==> src/design/irac_pkg.sv <==
`timescale 1ns / 1ps

package irac_pkg;

    // Fixed geometry of one section.
    localparam int unsigned DATA_BITS = 56;
    localparam int unsigned DUR_W     = 16;
    localparam int unsigned COUNT_W   = 3;
    localparam int unsigned STEP_W    = 6;
    localparam int unsigned BIT_IDX_W = 6;
    localparam int unsigned CFG_IDX_W = 4;

    // Symbol positions inside one section run.
    localparam logic [STEP_W-1:0] STEP_FRAME_HDR   = 6'd0;
    localparam logic [STEP_W-1:0] STEP_SECTION_HDR = 6'd1;
    localparam logic [STEP_W-1:0] STEP_DATA_FIRST  = 6'd2;
    localparam logic [STEP_W-1:0] STEP_FOOT        = 6'd58;

    // Configuration register indexes.
    localparam logic [CFG_IDX_W-1:0] REG_HEADER_MARK   = 4'd0;
    localparam logic [CFG_IDX_W-1:0] REG_HEADER_SPACE  = 4'd1;
    localparam logic [CFG_IDX_W-1:0] REG_SECTION_MARK  = 4'd2;
    localparam logic [CFG_IDX_W-1:0] REG_SECTION_SPACE = 4'd3;
    localparam logic [CFG_IDX_W-1:0] REG_BIT_MARK      = 4'd4;
    localparam logic [CFG_IDX_W-1:0] REG_ONE_SPACE     = 4'd5;
    localparam logic [CFG_IDX_W-1:0] REG_ZERO_SPACE    = 4'd6;
    localparam logic [CFG_IDX_W-1:0] REG_SECTION_GAP   = 4'd7;

    // Reset values of the timing registers, in microseconds.
    localparam logic [DUR_W-1:0] RST_HEADER_MARK   = 16'd690;
    localparam logic [DUR_W-1:0] RST_HEADER_SPACE  = 16'd17844;
    localparam logic [DUR_W-1:0] RST_SECTION_MARK  = 16'd3086;
    localparam logic [DUR_W-1:0] RST_SECTION_SPACE = 16'd8864;
    localparam logic [DUR_W-1:0] RST_BIT_MARK      = 16'd586;
    localparam logic [DUR_W-1:0] RST_ONE_SPACE     = 16'd1432;
    localparam logic [DUR_W-1:0] RST_ZERO_SPACE    = 16'd436;
    localparam logic [DUR_W-1:0] RST_SECTION_GAP   = 16'd2886;

    typedef struct packed {
        logic [DATA_BITS-1:0] section_bits;
        logic                 last_section;
    } in_t;

    typedef struct packed {
        logic [DUR_W-1:0] mark_us;
        logic [DUR_W-1:0] space_us;
        logic             end_of_run;
        logic             end_of_frame;
        logic             error_code;
    } out_t;

    // Classified section handed from the front to the back.
    typedef struct packed {
        logic [DATA_BITS-1:0] section_bits;
        logic                 last_section;
        logic                 with_header;
        logic                 error;
    } cmd_t;

    typedef struct packed {
        logic [DUR_W-1:0] header_mark;
        logic [DUR_W-1:0] header_space;
        logic [DUR_W-1:0] section_mark;
        logic [DUR_W-1:0] section_space;
        logic [DUR_W-1:0] bit_mark;
        logic [DUR_W-1:0] one_space;
        logic [DUR_W-1:0] zero_space;
        logic [DUR_W-1:0] section_gap;
    } cfg_t;

    typedef struct packed {
        logic full;
        logic empty;
    } q_status_t;

endpackage

==> src/design/irac_front.sv <==
`timescale 1ns / 1ps

module irac_front #(
    parameter int unsigned MAX_SECTIONS = 3
) (
    input  logic              clk,
    input  logic              rst_n,
    input  logic              in_valid,
    output logic              in_stall,
    input  irac_pkg::in_t     in_item,
    input  logic              q_full,
    output logic              push,
    output irac_pkg::cmd_t    push_cmd
);

    localparam logic [irac_pkg::COUNT_W-1:0] MAX_CNT = irac_pkg::COUNT_W'(MAX_SECTIONS);

    logic [irac_pkg::COUNT_W-1:0] sent_reg;
    logic [irac_pkg::COUNT_W-1:0] sent_next;
    logic                         over_limit;

    // An item is taken whenever the queue has room.
    assign in_stall = q_full;
    assign push     = in_valid && !q_full;

    // Classify the section against the count of sections already in this frame.
    always_comb
    begin
        over_limit            = (sent_reg >= MAX_CNT);
        push_cmd.section_bits = in_item.section_bits;
        push_cmd.last_section = in_item.last_section;
        push_cmd.error        = over_limit;
        push_cmd.with_header  = !over_limit && (sent_reg == '0);
        sent_next             = sent_reg;
        if (in_item.last_section)
        begin
            sent_next = '0;
        end
        else if (!over_limit)
        begin
            sent_next = sent_reg + 1'b1;
        end
    end

    // Section count of the current frame.
    always_ff @(posedge clk or negedge rst_n)
    begin
        if (!rst_n)
        begin
            sent_reg <= '0;
        end
        else if (push)
        begin
            sent_reg <= sent_next;
        end
    end

endmodule

==> src/design/irac_queue.sv <==
`timescale 1ns / 1ps

module irac_queue (
    input  logic                  clk,
    input  logic                  rst_n,
    input  logic                  push,
    input  irac_pkg::cmd_t        push_cmd,
    input  logic                  pop,
    output irac_pkg::cmd_t        head,
    output irac_pkg::q_status_t   status
);

    irac_pkg::cmd_t entry_reg [2];
    logic           wr_ptr_reg;
    logic           rd_ptr_reg;
    logic [1:0]     count_reg;
    logic [1:0]     count_next;

    assign status.full  = (count_reg == 2'd2);
    assign status.empty = (count_reg == 2'd0);
    assign head         = entry_reg[rd_ptr_reg];

    // Occupancy follows pushes and pops.
    always_comb
    begin
        count_next = count_reg;
        if (push && !pop)
        begin
            count_next = count_reg + 2'd1;
        end
        else if (pop && !push)
        begin
            count_next = count_reg - 2'd1;
        end
    end

    // Pointers and occupancy.
    always_ff @(posedge clk or negedge rst_n)
    begin
        if (!rst_n)
        begin
            wr_ptr_reg <= 1'b0;
            rd_ptr_reg <= 1'b0;
            count_reg  <= 2'd0;
        end
        else
        begin
            count_reg <= count_next;
            if (push)
            begin
                wr_ptr_reg <= !wr_ptr_reg;
            end
            if (pop)
            begin
                rd_ptr_reg <= !rd_ptr_reg;
            end
        end
    end

    // Entry storage.
    always_ff @(posedge clk)
    begin
        if (push)
        begin
            entry_reg[wr_ptr_reg] <= push_cmd;
        end
    end

endmodule

==> src/design/irac_back.sv <==
`timescale 1ns / 1ps

module irac_back #(
    parameter int unsigned FINAL_GAP_US = 65535
) (
    input  logic                clk,
    input  logic                rst_n,
    input  irac_pkg::cfg_t      cfg,
    input  irac_pkg::cmd_t      head,
    input  logic                q_valid,
    output logic                pop,
    output logic                out_valid,
    input  logic                out_stall,
    output irac_pkg::out_t      out_item
);

    localparam logic [irac_pkg::DUR_W-1:0] LAST_FOOT_SPACE = irac_pkg::DUR_W'(FINAL_GAP_US);

    logic                            busy_reg;
    logic                            busy_next;
    irac_pkg::cmd_t                  cmd_reg;
    logic [irac_pkg::STEP_W-1:0]     step_reg;
    logic                            out_valid_reg;
    irac_pkg::out_t                  out_reg;

    irac_pkg::cmd_t                  cur_cmd;
    logic [irac_pkg::STEP_W-1:0]     cur_step;
    logic [irac_pkg::BIT_IDX_W-1:0]  bit_idx;
    logic                            have_sym;
    logic                            advance;
    logic                            is_last;
    irac_pkg::out_t                  sym;

    // The output register accepts a new symbol when empty or being taken.
    assign advance   = !out_valid_reg || !out_stall;
    assign have_sym  = busy_reg || q_valid;
    assign pop       = advance && !busy_reg && q_valid;
    assign out_valid = out_valid_reg;
    assign out_item  = out_reg;

    // Pick the section being worked on; a fresh one starts straight from the queue head.
    always_comb
    begin
        cur_cmd  = busy_reg ? cmd_reg : head;
        cur_step = step_reg;
        if (!busy_reg)
        begin
            cur_step = head.with_header ? irac_pkg::STEP_FRAME_HDR
                                        : irac_pkg::STEP_SECTION_HDR;
        end
        bit_idx = cur_step - irac_pkg::STEP_DATA_FIRST;
    end

    // Build the symbol for the current step.
    always_comb
    begin
        sym.mark_us      = cfg.bit_mark;
        sym.space_us     = cfg.zero_space;
        sym.end_of_run   = 1'b0;
        sym.end_of_frame = 1'b0;
        sym.error_code   = 1'b0;
        is_last          = 1'b0;
        if (cur_cmd.error)
        begin
            sym.mark_us      = '0;
            sym.space_us     = '0;
            sym.end_of_run   = 1'b1;
            sym.end_of_frame = cur_cmd.last_section;
            sym.error_code   = 1'b1;
            is_last          = 1'b1;
        end
        else if (cur_step == irac_pkg::STEP_FRAME_HDR)
        begin
            sym.mark_us  = cfg.header_mark;
            sym.space_us = cfg.header_space;
        end
        else if (cur_step == irac_pkg::STEP_SECTION_HDR)
        begin
            sym.mark_us  = cfg.section_mark;
            sym.space_us = cfg.section_space;
        end
        else if (cur_step == irac_pkg::STEP_FOOT)
        begin
            sym.space_us     = cur_cmd.last_section ? LAST_FOOT_SPACE : cfg.section_gap;
            sym.end_of_run   = 1'b1;
            sym.end_of_frame = cur_cmd.last_section;
            is_last          = 1'b1;
        end
        else if (cur_cmd.section_bits[bit_idx])
        begin
            sym.space_us = cfg.one_space;
        end
        busy_next = busy_reg;
        if (advance && have_sym)
        begin
            busy_next = !is_last;
        end
    end

    // Sequencer control and output valid.
    always_ff @(posedge clk or negedge rst_n)
    begin
        if (!rst_n)
        begin
            busy_reg      <= 1'b0;
            out_valid_reg <= 1'b0;
        end
        else if (advance)
        begin
            busy_reg      <= busy_next;
            out_valid_reg <= have_sym;
        end
    end

    // Sequencer payload and output symbol.
    always_ff @(posedge clk)
    begin
        if (advance && have_sym)
        begin
            out_reg  <= sym;
            cmd_reg  <= cur_cmd;
            step_reg <= cur_step + 1'b1;
        end
    end

endmodule

==> src/design/ir_ac_frame_symbol_encoder_core.sv <==
`timescale 1ns / 1ps

// Channel   Handshake            Payload
// in        in_valid/in_stall    in_item  (section_bits, last_section)
// out       out_valid/out_stall  out_item (mark_us, space_us, end_of_run,
//                                          end_of_frame, error_code)
// cfg       cfg_we               cfg_index, cfg_data
//
// One symbol leaves per cycle unless out_stall holds it; a section opening a frame
// gives 59 symbols, any other 58, one over the limit a single error symbol.
// The back sequencer, one symbol per cycle unless stalled, sets it; a two-entry
// queue lets the front take the next section while the back still works.
// Reset loads the default timings, starts a new frame and empties the queue.
// out_stall holds the output register; in_stall rises only while the queue is full.

module ir_ac_frame_symbol_encoder_core #(
    parameter int unsigned MAX_SECTIONS = 3,
    parameter int unsigned FINAL_GAP_US = 65535
) (
    input  logic                               clk,
    input  logic                               rst_n,
    input  logic                               in_valid,
    output logic                               in_stall,
    input  irac_pkg::in_t                      in_item,
    output logic                               out_valid,
    input  logic                               out_stall,
    output irac_pkg::out_t                     out_item,
    input  logic                               cfg_we,
    input  logic [irac_pkg::CFG_IDX_W-1:0]     cfg_index,
    input  logic [irac_pkg::DUR_W-1:0]         cfg_data
);

    irac_pkg::cfg_t      cfg_reg;
    irac_pkg::cmd_t      push_cmd;
    irac_pkg::cmd_t      head;
    irac_pkg::q_status_t q_status;
    logic                push;
    logic                pop;

    // Timing registers.
    always_ff @(posedge clk or negedge rst_n)
    begin
        if (!rst_n)
        begin
            cfg_reg.header_mark   <= irac_pkg::RST_HEADER_MARK;
            cfg_reg.header_space  <= irac_pkg::RST_HEADER_SPACE;
            cfg_reg.section_mark  <= irac_pkg::RST_SECTION_MARK;
            cfg_reg.section_space <= irac_pkg::RST_SECTION_SPACE;
            cfg_reg.bit_mark      <= irac_pkg::RST_BIT_MARK;
            cfg_reg.one_space     <= irac_pkg::RST_ONE_SPACE;
            cfg_reg.zero_space    <= irac_pkg::RST_ZERO_SPACE;
            cfg_reg.section_gap   <= irac_pkg::RST_SECTION_GAP;
        end
        else if (cfg_we)
        begin
            case (cfg_index)
                irac_pkg::REG_HEADER_MARK:   cfg_reg.header_mark   <= cfg_data;
                irac_pkg::REG_HEADER_SPACE:  cfg_reg.header_space  <= cfg_data;
                irac_pkg::REG_SECTION_MARK:  cfg_reg.section_mark  <= cfg_data;
                irac_pkg::REG_SECTION_SPACE: cfg_reg.section_space <= cfg_data;
                irac_pkg::REG_BIT_MARK:      cfg_reg.bit_mark      <= cfg_data;
                irac_pkg::REG_ONE_SPACE:     cfg_reg.one_space     <= cfg_data;
                irac_pkg::REG_ZERO_SPACE:    cfg_reg.zero_space    <= cfg_data;
                irac_pkg::REG_SECTION_GAP:   cfg_reg.section_gap   <= cfg_data;
                default:                     cfg_reg               <= cfg_reg;
            endcase
        end
    end

    // Front: accepts sections and tracks the frame.
    irac_front #(
        .MAX_SECTIONS (MAX_SECTIONS)
    ) u_front (
        .clk      (clk),
        .rst_n    (rst_n),
        .in_valid (in_valid),
        .in_stall (in_stall),
        .in_item  (in_item),
        .q_full   (q_status.full),
        .push     (push),
        .push_cmd (push_cmd)
    );

    // Queue between front and back.
    irac_queue u_queue (
        .clk      (clk),
        .rst_n    (rst_n),
        .push     (push),
        .push_cmd (push_cmd),
        .pop      (pop),
        .head     (head),
        .status   (q_status)
    );

    // Back: emits the symbol run of each section.
    irac_back #(
        .FINAL_GAP_US (FINAL_GAP_US)
    ) u_back (
        .clk       (clk),
        .rst_n     (rst_n),
        .cfg       (cfg_reg),
        .head      (head),
        .q_valid   (!q_status.empty),
        .pop       (pop),
        .out_valid (out_valid),
        .out_stall (out_stall),
        .out_item  (out_item)
    );

    // An error symbol carries zero durations and closes its run.
    assert property (@(posedge clk) disable iff (!rst_n)
        out_valid && out_item.error_code |->
            out_item.mark_us == '0 && out_item.space_us == '0 && out_item.end_of_run)
    else $error("error symbol with nonzero durations or open run");

    // A frame can only close on the last symbol of a run.
    assert property (@(posedge clk) disable iff (!rst_n)
        out_valid && out_item.end_of_frame |-> out_item.end_of_run)
    else $error("end of frame without end of run");

    // The queue never pops while empty nor accepts while full.
    assert property (@(posedge clk) disable iff (!rst_n)
        !(pop && q_status.empty) && !(push && q_status.full))
    else $error("queue overrun or underrun");

endmodule

==> config.mk <==
export PLATFORM = sky130hd
export DESIGN_NAME = ir_ac_frame_symbol_encoder_core
export DESIGN_NICKNAME = d
export VERILOG_FILES = /design/src/design/irac_pkg.sv /design/src/design/irac_front.sv /design/src/design/irac_queue.sv /design/src/design/irac_back.sv /design/src/design/ir_ac_frame_symbol_encoder_core.sv
export SDC_FILE = /design/constraint.sdc
export NUM_CORES = 1
export LEC_CHECK = 0
export BUFFER_PORTS_ARGS = -buffer_cell sky130_fd_sc_hd__buf_2
export CAP_MARGIN = 20
export CORE_MARGIN = 3
export CORE_UTILIZATION = 55
export CTS_CLUSTER_DIAMETER = 50
export DETAILED_ROUTE_END_ITERATION = 8
export PLACE_DENSITY = 0.77
export RECOVER_POWER = 100
export SETUP_SLACK_MARGIN = 0.1
export SLEW_MARGIN = 20
export SYNTH_ARGS = -nofsm -noshare
export SYNTH_HDL_FRONTEND = slang
export SYNTH_HIERARCHICAL = 1
export SYNTH_SLANG_ARGS = --single-unit
export TNS_END_PERCENT = 20
==> constraint.sdc <==
create_clock -name clk -period 7.8 [get_ports clk]
set_clock_uncertainty 0.15 [all_clocks]
set_input_delay 1.56 -clock clk [delete_from_list [all_inputs] [get_ports clk]]
set_output_delay 1.56 -clock clk [all_outputs]
set_load 0.01 [all_outputs]
==> results.md, run 1 <==
- Max Buffers Root-to-Sink: 3
- Hold Path Sink: u_queue/count_reg[1]$_DFFE_PN0P_
- Post-DP HPWL: 20390 um
- First-pass GRT wire length: 50820 um
- H-tree depth: 2
- Peak VDD IR: 0.0002570 V
- Clock Latency Late Sink: 0.53 ns
- Most frequent cell after synthesis: edfxtp_1
- Ys async rst share: 38.81%
- Critical path capture point type: flip-flop
- Vias: 9166
- Most used cell, CP: nor2b_1
- Final Hold Viols: 0
- Detailed Route Iter0 Violations: 783
- Vias in the first global route: 9099
- RSZ-0062 raised after global routing: false
- Worst hold path class: flip-flop to flip-flop
- Layout area overhead: 7.025%
- Global-route usage over all layers: 20.56%
- GPL Wtd Cong: 0.8297
- Max-cap viol count: 7
- Min-Delay Path Depth: 1
- Worst Path Required: 7.71 ns
- Synth cell count leaders: edfxtp_1 (216), mux2_2 (192), dfrtp_1 (96)
- Syn nets: 1182
- Crit Reg-Reg Endpoint: u_back/out_item[11]$_SDFFCE_PP0P_
- Reg2reg setup slack: 2.46 ns
- Post-CTS Setup Bufs: 0
- Worst path max stage delay: 2.20 ns
- Placeable Area: 29010 sq um
- Post-route ant nets: 0
- Top_reg_cell synth: edfxtp_1
- Final setup violating endpoints: 0
- Crit path time final: 5.417 ns
- Final slew viol count: 293
- Layout cells sized above 1: 32.09%
- Die area: 31930 sq um
- Clock sinks: 353
- Cts repair resizes: 0
- Worst-Margin Slew: 3.596 ns
- Top cell type's share of synthesized area: 39.55%
- Ports: 119
- Crit-path cells: buf_2 > nor2b_1 > nor2b_1 > clkbuf_1
- CP startpoint: in_valid
- Area of the mapped netlist: 16400 sq um
- Ant. Diodes: 0
- Status: complete, but fails checks
- Yosys warns: 6
- Hold buffer count at CTS: 0
- Largest delay contributor family on the critical path: buffers and inverters
- Number of synthesized flops with an enable pin: 216
- Vias per cell: 5.868
- Wire per inst: 21.17 um
- Post-route design area: 17550 sq um
- Crit-path max FO: 48
- Rows: 62
- Pwr dens: 438.0 nW/um^2
- IO Port Bufs: 118
- Post-synth cell types: 73
- Reg-to-reg startpoint: u_queue/rd_ptr_reg$_DFFE_PN0P_
- Sequential fraction of the synthesis area: 60.76%
- Total grt overflow: 0
- Final TNS setup: 0 ns
- Period utilisation layout: 69.45%
- Peak Freq: 184.6 MHz
- Max reg flops: 128
- Worst r2r path cells: 11
- Avg Cell Area, Syn: 15.05 sq um
- CTS Buf Count: 39
- Bufs and invs on worst path: 2
- Chip height: 178.7 um
- CP Data Arrival Time: 5.33 ns
- Main area contributors after synthesis: edfxtp_1 (40%), dfrtp_1 (15%), mux2_2 (13%)
- Die width: 178.7 um
- CTS tree: done
- Syn Inst Count: 1090
- #FFs+latches synth: 353
- Largest net degree at the start of global routing: 75
- Area leader, netlist: edfxtp_1
- 1st-pass router iterations: 5
- # DRC: 0
- Fin nets: 1241
- Worst rel slew slack: -139.7%
- Placed Area: 16750 sq um
- Clock root buffer: clkbuf_16
- Initial Util: 56.53%
- Drt total wl: 33060 um
- CP Class: input pin to flip-flop
- Failing checks: capacitance limit, slew limit
- CP Launch Type: input pin
- CTS clk-pin slew, worst paths: 0.06 ns
- Worst Hold Launch: u_queue/count_reg[1]$_DFFE_PN0P_
- Leak pwr: 6.640 nW
- Critical path's slowest cell: clkbuf_1
- Initial antenna violation count: 2
[through the flow]
stage / utilization, % / setup slack (ns) / power, mW / hold WS, ns / cells
after floorplan: - / 0.7510 / 5.502 / 0.3055 / 1090
after global placement: 57.74 / 3.122 / 6.062 / 0.3342 / 1492
after detailed placement: 57.74 / 2.940 / 6.147 / 0.3348 / 1492
after CTS: 62.00 / 2.886 / 7.919 / 0.3456 / 1562
after global routing: 60.51 / 1.959 / 8.100 / 0.3614 / 1562
final: 60.51 / 2.383 / 7.689 / 0.3492 / 1562
[layout make-up]
cell class                 count  area (sq um)
fill                        2265         11460
sequential                   353          9970
multi-input combinational    609          5243
clock buffer                  54          1104
timing repair buffer         130         565.5
tap                          384         480.5
clock inverter                16         132.6
inverter                      16         60.06
[power by group]
part / internal [mW] / switching [mW] / leakage (nW)
clock: 1.03 / 0.710 / 0.615
sequential: 2.85 / 0.360 / 3.67
combinational: 1.18 / 1.56 / 2.36
[placed cells by master, fill, tap and decap left out, types with 5 or more instances in the layout]
| cell | Yosys | routed |
|---|---|---|
| nand3_1 | 21 | 24 |
| a22oi_1 | 17 | 17 |
| nor2_1 | 83 | 85 |
| inv_1 | 12 | 13 |
| dfrtp_1 | 96 | 95 |
| nand2_1 | 45 | 47 |
| clkbuf_8 | 0 | 5 |
| ha_1 | 10 | 10 |
| and4_1 | 6 | 6 |
| buf_4 | 65 | 8 |
| clkbuf_16 | 0 | 40 |
| a211oi_1 | 9 | 13 |
| o211ai_1 | 5 | 5 |
| nor2b_1 | 8 | 8 |
| mux2_2 | 192 | 191 |
| dfstp_2 | 41 | 41 |
| and4_4 | 10 | 10 |
| clkbuf_1 | 12 | 93 |
| edfxtp_1 | 216 | 216 |
| clkinv_2 | 0 | 9 |
| buf_2 | 15 | 38 |
| a21oi_1 | 9 | 8 |
| mux2i_1 | 10 | 10 |
| o21a_1 | 16 | 16 |
| mux2_1 | 1 | 59 |
| a211oi_2 | 11 | 8 |
| xor2_1 | 7 | 7 |
| a311oi_1 | 16 | 16 |
[logic make-up (layout without fill, tap and decap cells)]
logic type	count (synthesis)	in the layout	synth area share (%)
buffers and inverters	128	216	5.500
muxes	266	266	19.81
xor gates and xnor gates	9	9	0.4806
and+or+nand+nor	212	212	6.965
AOI/OAI and AO/OA	112	112	5.721
adders and majority gates	10	10	0.7628
DFF	353	353	60.76
[worst register-to-register path, cell delays in order (launching register included)]
cell      delay, ns
dfrtp_1        1.00
mux2_1         0.50
and2b_1        0.27
nor2_1         0.36
ha_1           0.78
nand2_1        0.70
nor3b_1        0.48
buf_4          0.31
a22oi_1        0.17
nand2_1        0.11
nor2_1         0.06
a211oi_1       0.24
[how the worst max path moves through the flow]
| stage | to | cells after the start |
|---|---|---|
| after detailed placement | u_back/out_item[3]$_SDFFCE_PP0P_ | 9 |
| final | u_queue/entry_reg[0][28]$_DFFE_PP_ | 4 |
| after floorplan | u_back/cmd_reg[0]$_DFFE_PP_ | 1 |
| after CTS | u_back/out_item[3]$_SDFFCE_PP0P_ | 9 |
| after global placement | u_back/out_item[3]$_SDFFCE_PP0P_ | 9 |
| after global routing | u_queue/entry_reg[0][21]$_DFFE_PP_ | 4 |
[routing by layer]
layer,share of wire (%),track usage (%)
met5,0.067,0
met4,1.9,5.812
met3,6.8,3.727
met2,46,30.91
met1,46,30.92
Note: power is estimated with default switching activity, not from simulation.
==> run 2: changes to the inputs <==
ABC_AREA = 1   (was not set)
PLACE_DENSITY = 0.8   (was 0.77)
clock period = 4.35 ns   (was 7.8 ns; I/O delays follow)
==> run 2 against run 1 <==
The run still ends with capacitance limit, slew limit left. Synthesized cell count increased by 49%. Sequential cell count unchanged. Core utilization decreased by 0.067 points. Routed wire length increased by 16%. Setup slack got worse by 2.0 ns. Non-clock buffer count increased by 10. Sequential power increased by 73%. Critical path depth increased by 5. Critical path type is now flip-flop to flip-flop. Critical endpoint is now u_back/out_item[9]$_SDFFCE_PP0P_. Largest cell class unchanged.
==> results.md, run 2 <==
- Drt total wl: 38490 um (was 33060 um)
- Sequential fraction of the synthesis area: 59.04% (was 60.76%)
- Worst-Margin Slew: 2.037 ns (was 3.596 ns)
- Number of synthesized flops with an enable pin: 216 (unchanged)
- Vias in the first global route: 11860 (was 9099)
- Global-route usage over all layers: 23.15% (was 20.56%)
- Switching Share: 38.68% (was 34.24%)
- Main area contributors after synthesis: edfxtp_1 (38%), dfrtp_1 (14%), nand2_1 (13%) (was edfxtp_1 (40%), dfrtp_1 (15%), mux2_2 (13%))
- 1st-pass router iterations: 5 (unchanged)
- Clock network fraction of total power: 21.8% (was 22.6%)
- Finished Core Util: 60.44% (was 60.51%)
- Synth Area in Simple Gates: 20.64% (was 6.965%)
- Largest family of logic cells by synthesized area: simple AND/OR/NAND/NOR gates (was multiplexers)
- CP Class: flip-flop to flip-flop (was input pin to flip-flop)
- Largest net degree at the start of global routing: 81 (was 75)
- # DRC: 0 (unchanged)
- Final Hold Viols: 0 (unchanged)
- Crit-path max FO: 30 (was 48)
- Ports: 119 (unchanged)
- CTS tree: done (unchanged)
- Top cell type's share of synthesized area: 38.43% (was 39.55%)
- Post-route ant nets: 0 (unchanged)
- Worst hold path class: flip-flop to flip-flop (unchanged)
- Post-synth cell types: 42 (was 73)
- Ant. Diodes: 0 (unchanged)
- Fin nets: 1748 (was 1241)
- Yosys warns: 6 (unchanged)
- Int Pwr: 8.784 mW (was 5.056 mW)
- Cts repair resizes: 0 (unchanged)
- Period utilisation layout: 91.75%
- Most frequent cell after synthesis: nand2_1 (was edfxtp_1)
- Commonest non-fill, non-tap cell in the layout: nand2_1 (was edfxtp_1)
- Multi-input gate area: 5394 sq um (was 5243 sq um)
- Fillers: 2404 (was 2265)
- Max reg flops: 128 (unchanged)
- Peak Freq: 250.6 MHz
- Final slew viol count: 246 (was 293)
- Critical path's slowest cell: nor2_2 (was clkbuf_1)
- Min-Delay Path Depth: 2 (was 1)
- Multiplexer area fraction after synthesis: 6.316% (was 19.81%)
- Max-cap viol count: 5 (was 7)
- Placeable Area: 29950 sq um (was 29010 sq um)
- Syn Inst Count: 1629 (was 1090)
- Post-DP HPWL: 24030 um (was 20390 um)
- Wire per inst: 18.54 um (was 21.17 um)
- Synth cell count leaders: nand2_1 (590), edfxtp_1 (216), dfrtp_1 (96) (was edfxtp_1 (216), mux2_2 (192), dfrtp_1 (96))
- Crit-path cells: nand2_2 > inv_1 > ha_1 > nand4_2 > clkbuf_2 > nor2_2 > a21oi_1 > nand2_1 > a21oi_1 (was buf_2 > nor2b_1 > nor2b_1 > clkbuf_1)
- Avg Cell Area, Syn: 10.36 sq um (was 15.05 sq um)
- Hold buffer count at CTS: 0 (unchanged)
- Vias: 11740 (was 9166)
- Clock sinks: 353 (unchanged)
- Initial Util: 56.35% (was 56.53%)
- Failing checks: capacitance limit, slew limit (unchanged)
- Worst r2r path cells: 9 (was 11)
- CTS clk-pin slew, worst paths: 0.06 ns (about the same)
- Crit path time final: 3.991 ns
- CTS Buf Count: 39 (unchanged)
- IO Port Bufs: 118 (unchanged)
- Combinational share of power: 39.6% (was 35.7%)
- CP Launch Type: flip-flop (was input pin)
- Complex-gate fraction of the synthesized area: 4.144% (was 5.721%)
- Top_reg_cell synth: edfxtp_1 (unchanged)
- First-pass GRT wire length: 61990 um (was 50820 um)
- Xor and xnor area share after synthesis: 0.5560% (was 0.4806%)
- Pwr dens: 791.3 nW/um^2 (was 438.0 nW/um^2)
- Layout area overhead: 7.257% (was 7.025%)
- Initial antenna violation count: 2 (unchanged)
- Die area: 32830 sq um (was 31930 sq um)
- Peak VDD IR: 0.0004725 V (was 0.0002570 V)
- Leak pwr: 8.069 nW (was 6.640 nW)
- H-tree depth: 2 (unchanged)
- CP Data Arrival Time: 4.11 ns (was 5.33 ns)
- Clock Latency Late Sink: 0.53 ns (about the same)
- Clock root buffer: clkbuf_16 (unchanged)
- Ys async rst share: 38.81% (unchanged)
- Final TNS setup: 0 ns (unchanged)
- Area of the mapped netlist: 16880 sq um (was 16400 sq um)
- Sequential Power Share: 38.7% (was 41.7%)
- Worst Path Required: 4.47 ns (was 7.71 ns)
- RSZ-0062 raised after global routing: false (unchanged)
- GPL Wtd Cong: 0.8636 (was 0.8297)
- Area leader, netlist: edfxtp_1 (unchanged)
- Worst path max stage delay: 0.79 ns (was 2.20 ns)
- Sw Pwr: 5.541 mW (was 2.633 mW)
- Vias per cell: 5.655 (was 5.868)
- Total grt overflow: 0 (unchanged)
- #FFs+latches synth: 353 (unchanged)
- Layout cells sized above 1: 15.42% (was 32.09%)
- Chip height: 181.2 um (was 178.7 um)
- Rows: 63 (was 62)
- Final setup violating endpoints: 0 (unchanged)
- Status: complete, but fails checks (unchanged)
- Synth Area in Adders: 0.7413% (was 0.7628%)
- Most frequent cells in the layout: nand2_1 (592), edfxtp_1 (216), clkbuf_1 (95), dfrtp_1 (94), inv_1 (93) (was edfxtp_1 (216), mux2_2 (191), dfrtp_1 (95), clkbuf_1 (93), nor2_1 (85))
- Worst rel slew slack: -35.81% (was -139.7%)
- Detailed Route Iter0 Violations: 1709 (was 783)
- Reg area: 9971 sq um (was 9970 sq um)
- Most used cell, CP: a21oi_1 (was nor2b_1)
- Critical path capture point type: flip-flop (unchanged)
- Post-CTS Setup Bufs: 0 (unchanged)
- Syn nets: 1721 (was 1182)
- Max Buffers Root-to-Sink: 3 (unchanged)
- Die width: 181.2 um (was 178.7 um)
run 2: cell types whose count changed after synthesis, sizes merged, moves of 16 or more:
cell / before / now
a211oi: 21 / 0
a21oi: 9 / 50
a22oi: 17 / 1
a311oi: 16 / 0
and4: 16 / 0
buf: 99 / 139
inv: 14 / 98
mux2: 252 / 75
nand2: 50 / 599
nand3: 25 / 99
nand4: 3 / 50
nor2: 85 / 58
o21ai: 2 / 35
o21bai: 0 / 32
run 2: critical path: cells and delay by family, from the launching register on:
kind	cells	cell delay, ns
AND/OR/NAND/NOR	4	1.40
buffers and inverters	2	0.89
flip-flops	1	0.73
AO/OA/AOI/OAI	2	0.28
adder cells (fa/ha/maj)	1	0.27
run 2: through the flow:
| step | power, mW | hold WS, ns | worst slack [ns] | instance area [sq um] | cells |
|---|---|---|---|---|---|
| final | 14.33 | 0.3104 | 0.3589 | 18100 | 2076 |
| after global routing | 15.18 | 0.3251 | 0.2153 | 18100 | 2076 |
| after CTS | 14.36 | 0.3121 | 0.6921 | 18330 | 2076 |
| after detailed placement | 11.17 | 0.3023 | 0.7586 | 17110 | 2005 |
| after global placement | 10.94 | 0.2980 | 0.9329 | 17110 | 2005 |
| after floorplan | 9.922 | 0.2864 | 0.5215 | 16880 | 1629 |
run 2: per-layer routing:
layer	GRT usage [%]	wire length, um	up-vias
met4	8.196	1355	4
met5	0	21	-
met1	32.08	15990	5715
met3	4.469	3128	112
li1	-	-	5372
met2	36.87	18000	536
run 2: cell type report:
class | instances | share of cell area (%)
Tap cell | 390 | 2.695
Clock inverter | 12 | 0.4769
Timing Repair Buffer | 140 | 3.635
Inverter | 99 | 2.066
Clock buffer | 59 | 6.255
Multi-Input combinational cell | 1023 | 29.79
Sequential cell | 353 | 55.08
run 2: cell families after synthesis:
| kind of cell | Yosys count |
|---|---|
| AOI/OAI and AO/OA | 120 |
| xor gates and xnor gates | 9 |
| adders and majority gates | 10 |
| buffers and inverters | 253 |
| DFF | 353 |
| muxes | 75 |
| and+or+nand+nor | 809 |
run 2: final timing paths:
kind	startpoint	to	slack, ns
worst max-delay path	u_back/busy_reg$_DFFE_PN0P_	u_back/out_item[9]$_SDFFCE_PP0P_	0.36
worst min register to register	cfg_reg[90]$_DFFE_PN1P_	cfg_reg[90]$_DFFE_PN1P_	0.31
worst max register to register	u_back/busy_reg$_DFFE_PN0P_	u_back/out_item[9]$_SDFFCE_PP0P_	0.36
max in group asynchronous	rst_n	u_queue/rd_ptr_reg$_DFFE_PN0P_	1.17
min in group asynchronous	rst_n	cfg_reg[59]$_DFFE_PN0P_	0.77
worst min-delay path	cfg_reg[90]$_DFFE_PN1P_	cfg_reg[90]$_DFFE_PN1P_	0.31
run 2: power by group through the flow:
stage | clock (mW) | combinational [mW] | sequential (mW)
after floorplan | 0 | 4.43 | 5.49
after global placement | 0 | 5.43 | 5.51
after detailed placement | 0 | 5.62 | 5.56
after CTS | 3.15 | 5.70 | 5.51
after global routing | 3.29 | 6.25 | 5.64
final | 3.12 | 5.67 | 5.54
==> run 3: changes to the inputs <==
clock period = 3.5 ns   (was 4.35 ns; I/O delays follow)
==> run 3 against run 2 <==
The run still ends with capacitance limit, slew limit left. Register-to-register slack worse by 0.03 ns. Clock power is 33% higher. Sequential power is 23% higher. Worst hold slack worse by 0.096 ns. Cell count is 0.53% higher. Combinational power is 25% higher. Sequential cell count stayed put. Routed wire length is 2.3% higher. Largest power group unchanged.
==> results.md, run 3 (same netlist as run 2, synthesis figures left out) <==
- Clock root buffer: clkbuf_16 (unchanged)
- Detailed Route Iter0 Violations: 1477 (was 1709)
- CP Class: flip-flop to flip-flop (unchanged)
- Wire per inst: 18.87 um (was 18.54 um)
- Initial antenna violation count: 2 (unchanged)
- H-tree depth: 2 (unchanged)
- First-pass GRT wire length: 62330 um (was 61990 um)
- Dpl cells: 2017 (was 2005)
- CP Launch Type: flip-flop (unchanged)
- Total grt overflow: 0 (unchanged)
- GPL Wtd Cong: 0.8583 (was 0.8636)
- Max-cap viol count: 1 (was 5)
- Worst Path Required: 3.72 ns (was 4.47 ns)
- Die width: 181.2 um (unchanged)
- Peak Freq: 315.2 MHz (was 250.6 MHz)
- Period utilisation layout: 90.65% (was 91.75%)
- Finished Core Util: 60.89% (was 60.44%)
- Final slew viol count: 63 (was 246)
- Commonest non-fill, non-tap cell in the layout: nand2_1 (unchanged)
- Leak pwr: 8.122 nW (was 8.069 nW)
- Die area: 32830 sq um (unchanged)
- Vias per cell: 5.667 (was 5.655)
- Post-route ant nets: 0 (unchanged)
- Chip height: 181.2 um (unchanged)
- Final Hold Viols: 0 (unchanged)
- CTS clk-pin slew, worst paths: 0.06 ns (about the same)
- Worst-Margin Slew: 1.584 ns (was 2.037 ns)
- Clock Latency Late Sink: 0.53 ns (about the same)
- CTS Buf Count: 40 (was 39)
- Rows: 63 (unchanged)
- Drt total wl: 39380 um (was 38490 um)
- RSZ-0062 raised after global routing: false (unchanged)
- Max reg flops: 128 (unchanged)
- Most frequent cells in the layout: nand2_1 (592), edfxtp_1 (216), dfrtp_1 (95), inv_1 (93), nand3_1 (92) (was nand2_1 (592), edfxtp_1 (216), clkbuf_1 (95), dfrtp_1 (94), inv_1 (93))
- Layout cells sized above 1: 15.67% (was 15.42%)
- Vias in the first global route: 11890 (was 11860)
- Largest net degree at the start of global routing: 63 (was 81)
- Ports: 119 (unchanged)
- CP Data Arrival Time: 3.39 ns (was 4.11 ns)
- Status: complete, but fails checks (unchanged)
- Worst hold path class: input pin to flip-flop (was flip-flop to flip-flop)
- Max Buffers Root-to-Sink: 3 (unchanged)
- Worst rel slew slack: -5.624% (was -35.81%)
- Global-route usage over all layers: 23.33% (was 23.15%)
- Final setup violating endpoints: 0 (unchanged)
- Failing checks: capacitance limit, slew limit (unchanged)
- Post-route design area: 18240 sq um (was 18100 sq um)
- Final TNS setup: 0 ns (unchanged)
- Clock sinks: 353 (unchanged)
- IO Port Bufs: 118 (unchanged)
- Vias: 11830 (was 11740)
- Pwr dens: 989.9 nW/um^2 (was 791.3 nW/um^2)
- Placed Area: 17240 sq um (was 17110 sq um)
- 1st-pass router iterations: 6 (was 5)
- Layout area overhead: 8.050% (was 7.257%)
- Crit path time final: 3.173 ns (was 3.991 ns)
- Hold buffer count at CTS: 0 (unchanged)
- Final Power: 18.05 mW (was 14.33 mW)
- Cts repair resizes: 0 (unchanged)
- Crit-path max FO: 17 (was 30)
- Post-DP HPWL: 24880 um (was 24030 um)
- Peak VDD IR: 0.0005107 V (was 0.0004725 V)
- Post-CTS Setup Bufs: 0 (unchanged)
- Final cell count without fillers: 2087 (was 2076)
- # DRC: 0 (unchanged)
- Placeable Area: 29950 sq um (unchanged)
- Fin nets: 1762 (was 1748)
- Critical path capture point type: flip-flop (unchanged)
- Initial Util: 56.35% (unchanged)
- Ant. Diodes: 0 (unchanged)
- CTS tree: done (unchanged)
## run 3: cell count changes in the layout (fill, tap and decap cells not counted), sizes merged
cell,change
clkinvlp,+1
clkbuf,-13
clkinv,+2
buf,+18
bufinv,+2
inv,+1
## run 3: path summary, 6_finish.rpt
path | startpoint | to | slack, ns | cells past startpoint
min reg2reg | cfg_reg[91]$_DFFE_PN1P_ | cfg_reg[91]$_DFFE_PN1P_ | 0.31 | 2
min | in_item[24] | u_queue/entry_reg[1][26]$_DFFE_PP_ | 0.21 | 1
max in group asynchronous | rst_n | u_queue/rd_ptr_reg$_DFFE_PN0P_ | 0.88 | 2
min in group asynchronous | rst_n | cfg_reg[58]$_DFFE_PN0P_ | 0.40 | 1
max reg2reg | u_back/busy_reg$_DFFE_PN0P_ | u_back/out_item[11]$_SDFFCE_PP0P_ | 0.33 | 12
max | u_back/busy_reg$_DFFE_PN0P_ | u_back/out_item[11]$_SDFFCE_PP0P_ | 0.33 | 12
## run 3: final cells by class
| class | count | area (sq um) |
|---|---|---|
| multi-input combinational | 1023 | 5329 |
| timing repair buffer | 153 | 768.2 |
| clock buffer | 51 | 1136 |
| tap | 390 | 488.0 |
| clock inverter | 18 | 172.7 |
| inverter | 99 | 374.1 |
| fill | 2379 | 11720 |
| sequential | 353 | 9970 |
## run 3: metal layers
metal / GRT usage (%) / vias up / wire (um)
met5: 0 / - / 21
met4: 8.988 / 4 / 1329
met3: 3.845 / 118 / 3304
met2: 36.44 / 606 / 18150
met1: 33.11 / 5693 / 16580
li1: - / 5406 / -
## run 3: per-stage QoR
step                      worst slack, ns  hold slack [ns]
after floorplan                   -0.1585           0.2544
after global placement             0.5913           0.2980
after detailed placement           0.4783           0.3055
after CTS                          0.4593           0.1374
after global routing               0.1368           0.1971
final                              0.3271           0.2141
## run 3: worst max-delay path, stage by stage (launching register included)
cell and delay, ns:
dfrtp_1 0.65, nand2_1 0.27, ha_1 0.54, inv_1 0.20
nand3_1 0.12, nand3_1 0.07, nand3_1 0.14, nand3_4 0.22
nand2_4 0.27, nand2_1 0.09, nand3_1 0.10, nand2_1 0.05
a21oi_1 0.12
## run 3: where the power goes
| group | internal [mW] | switching, mW | leakage [nW] | total [mW] |
|---|---|---|---|---|
| registers | 6.27 | 0.569 | 3.70 | 6.84 |
| clock network | 2.46 | 1.68 | 0.644 | 4.14 |
| logic | 2.38 | 4.69 | 3.78 | 7.07 |
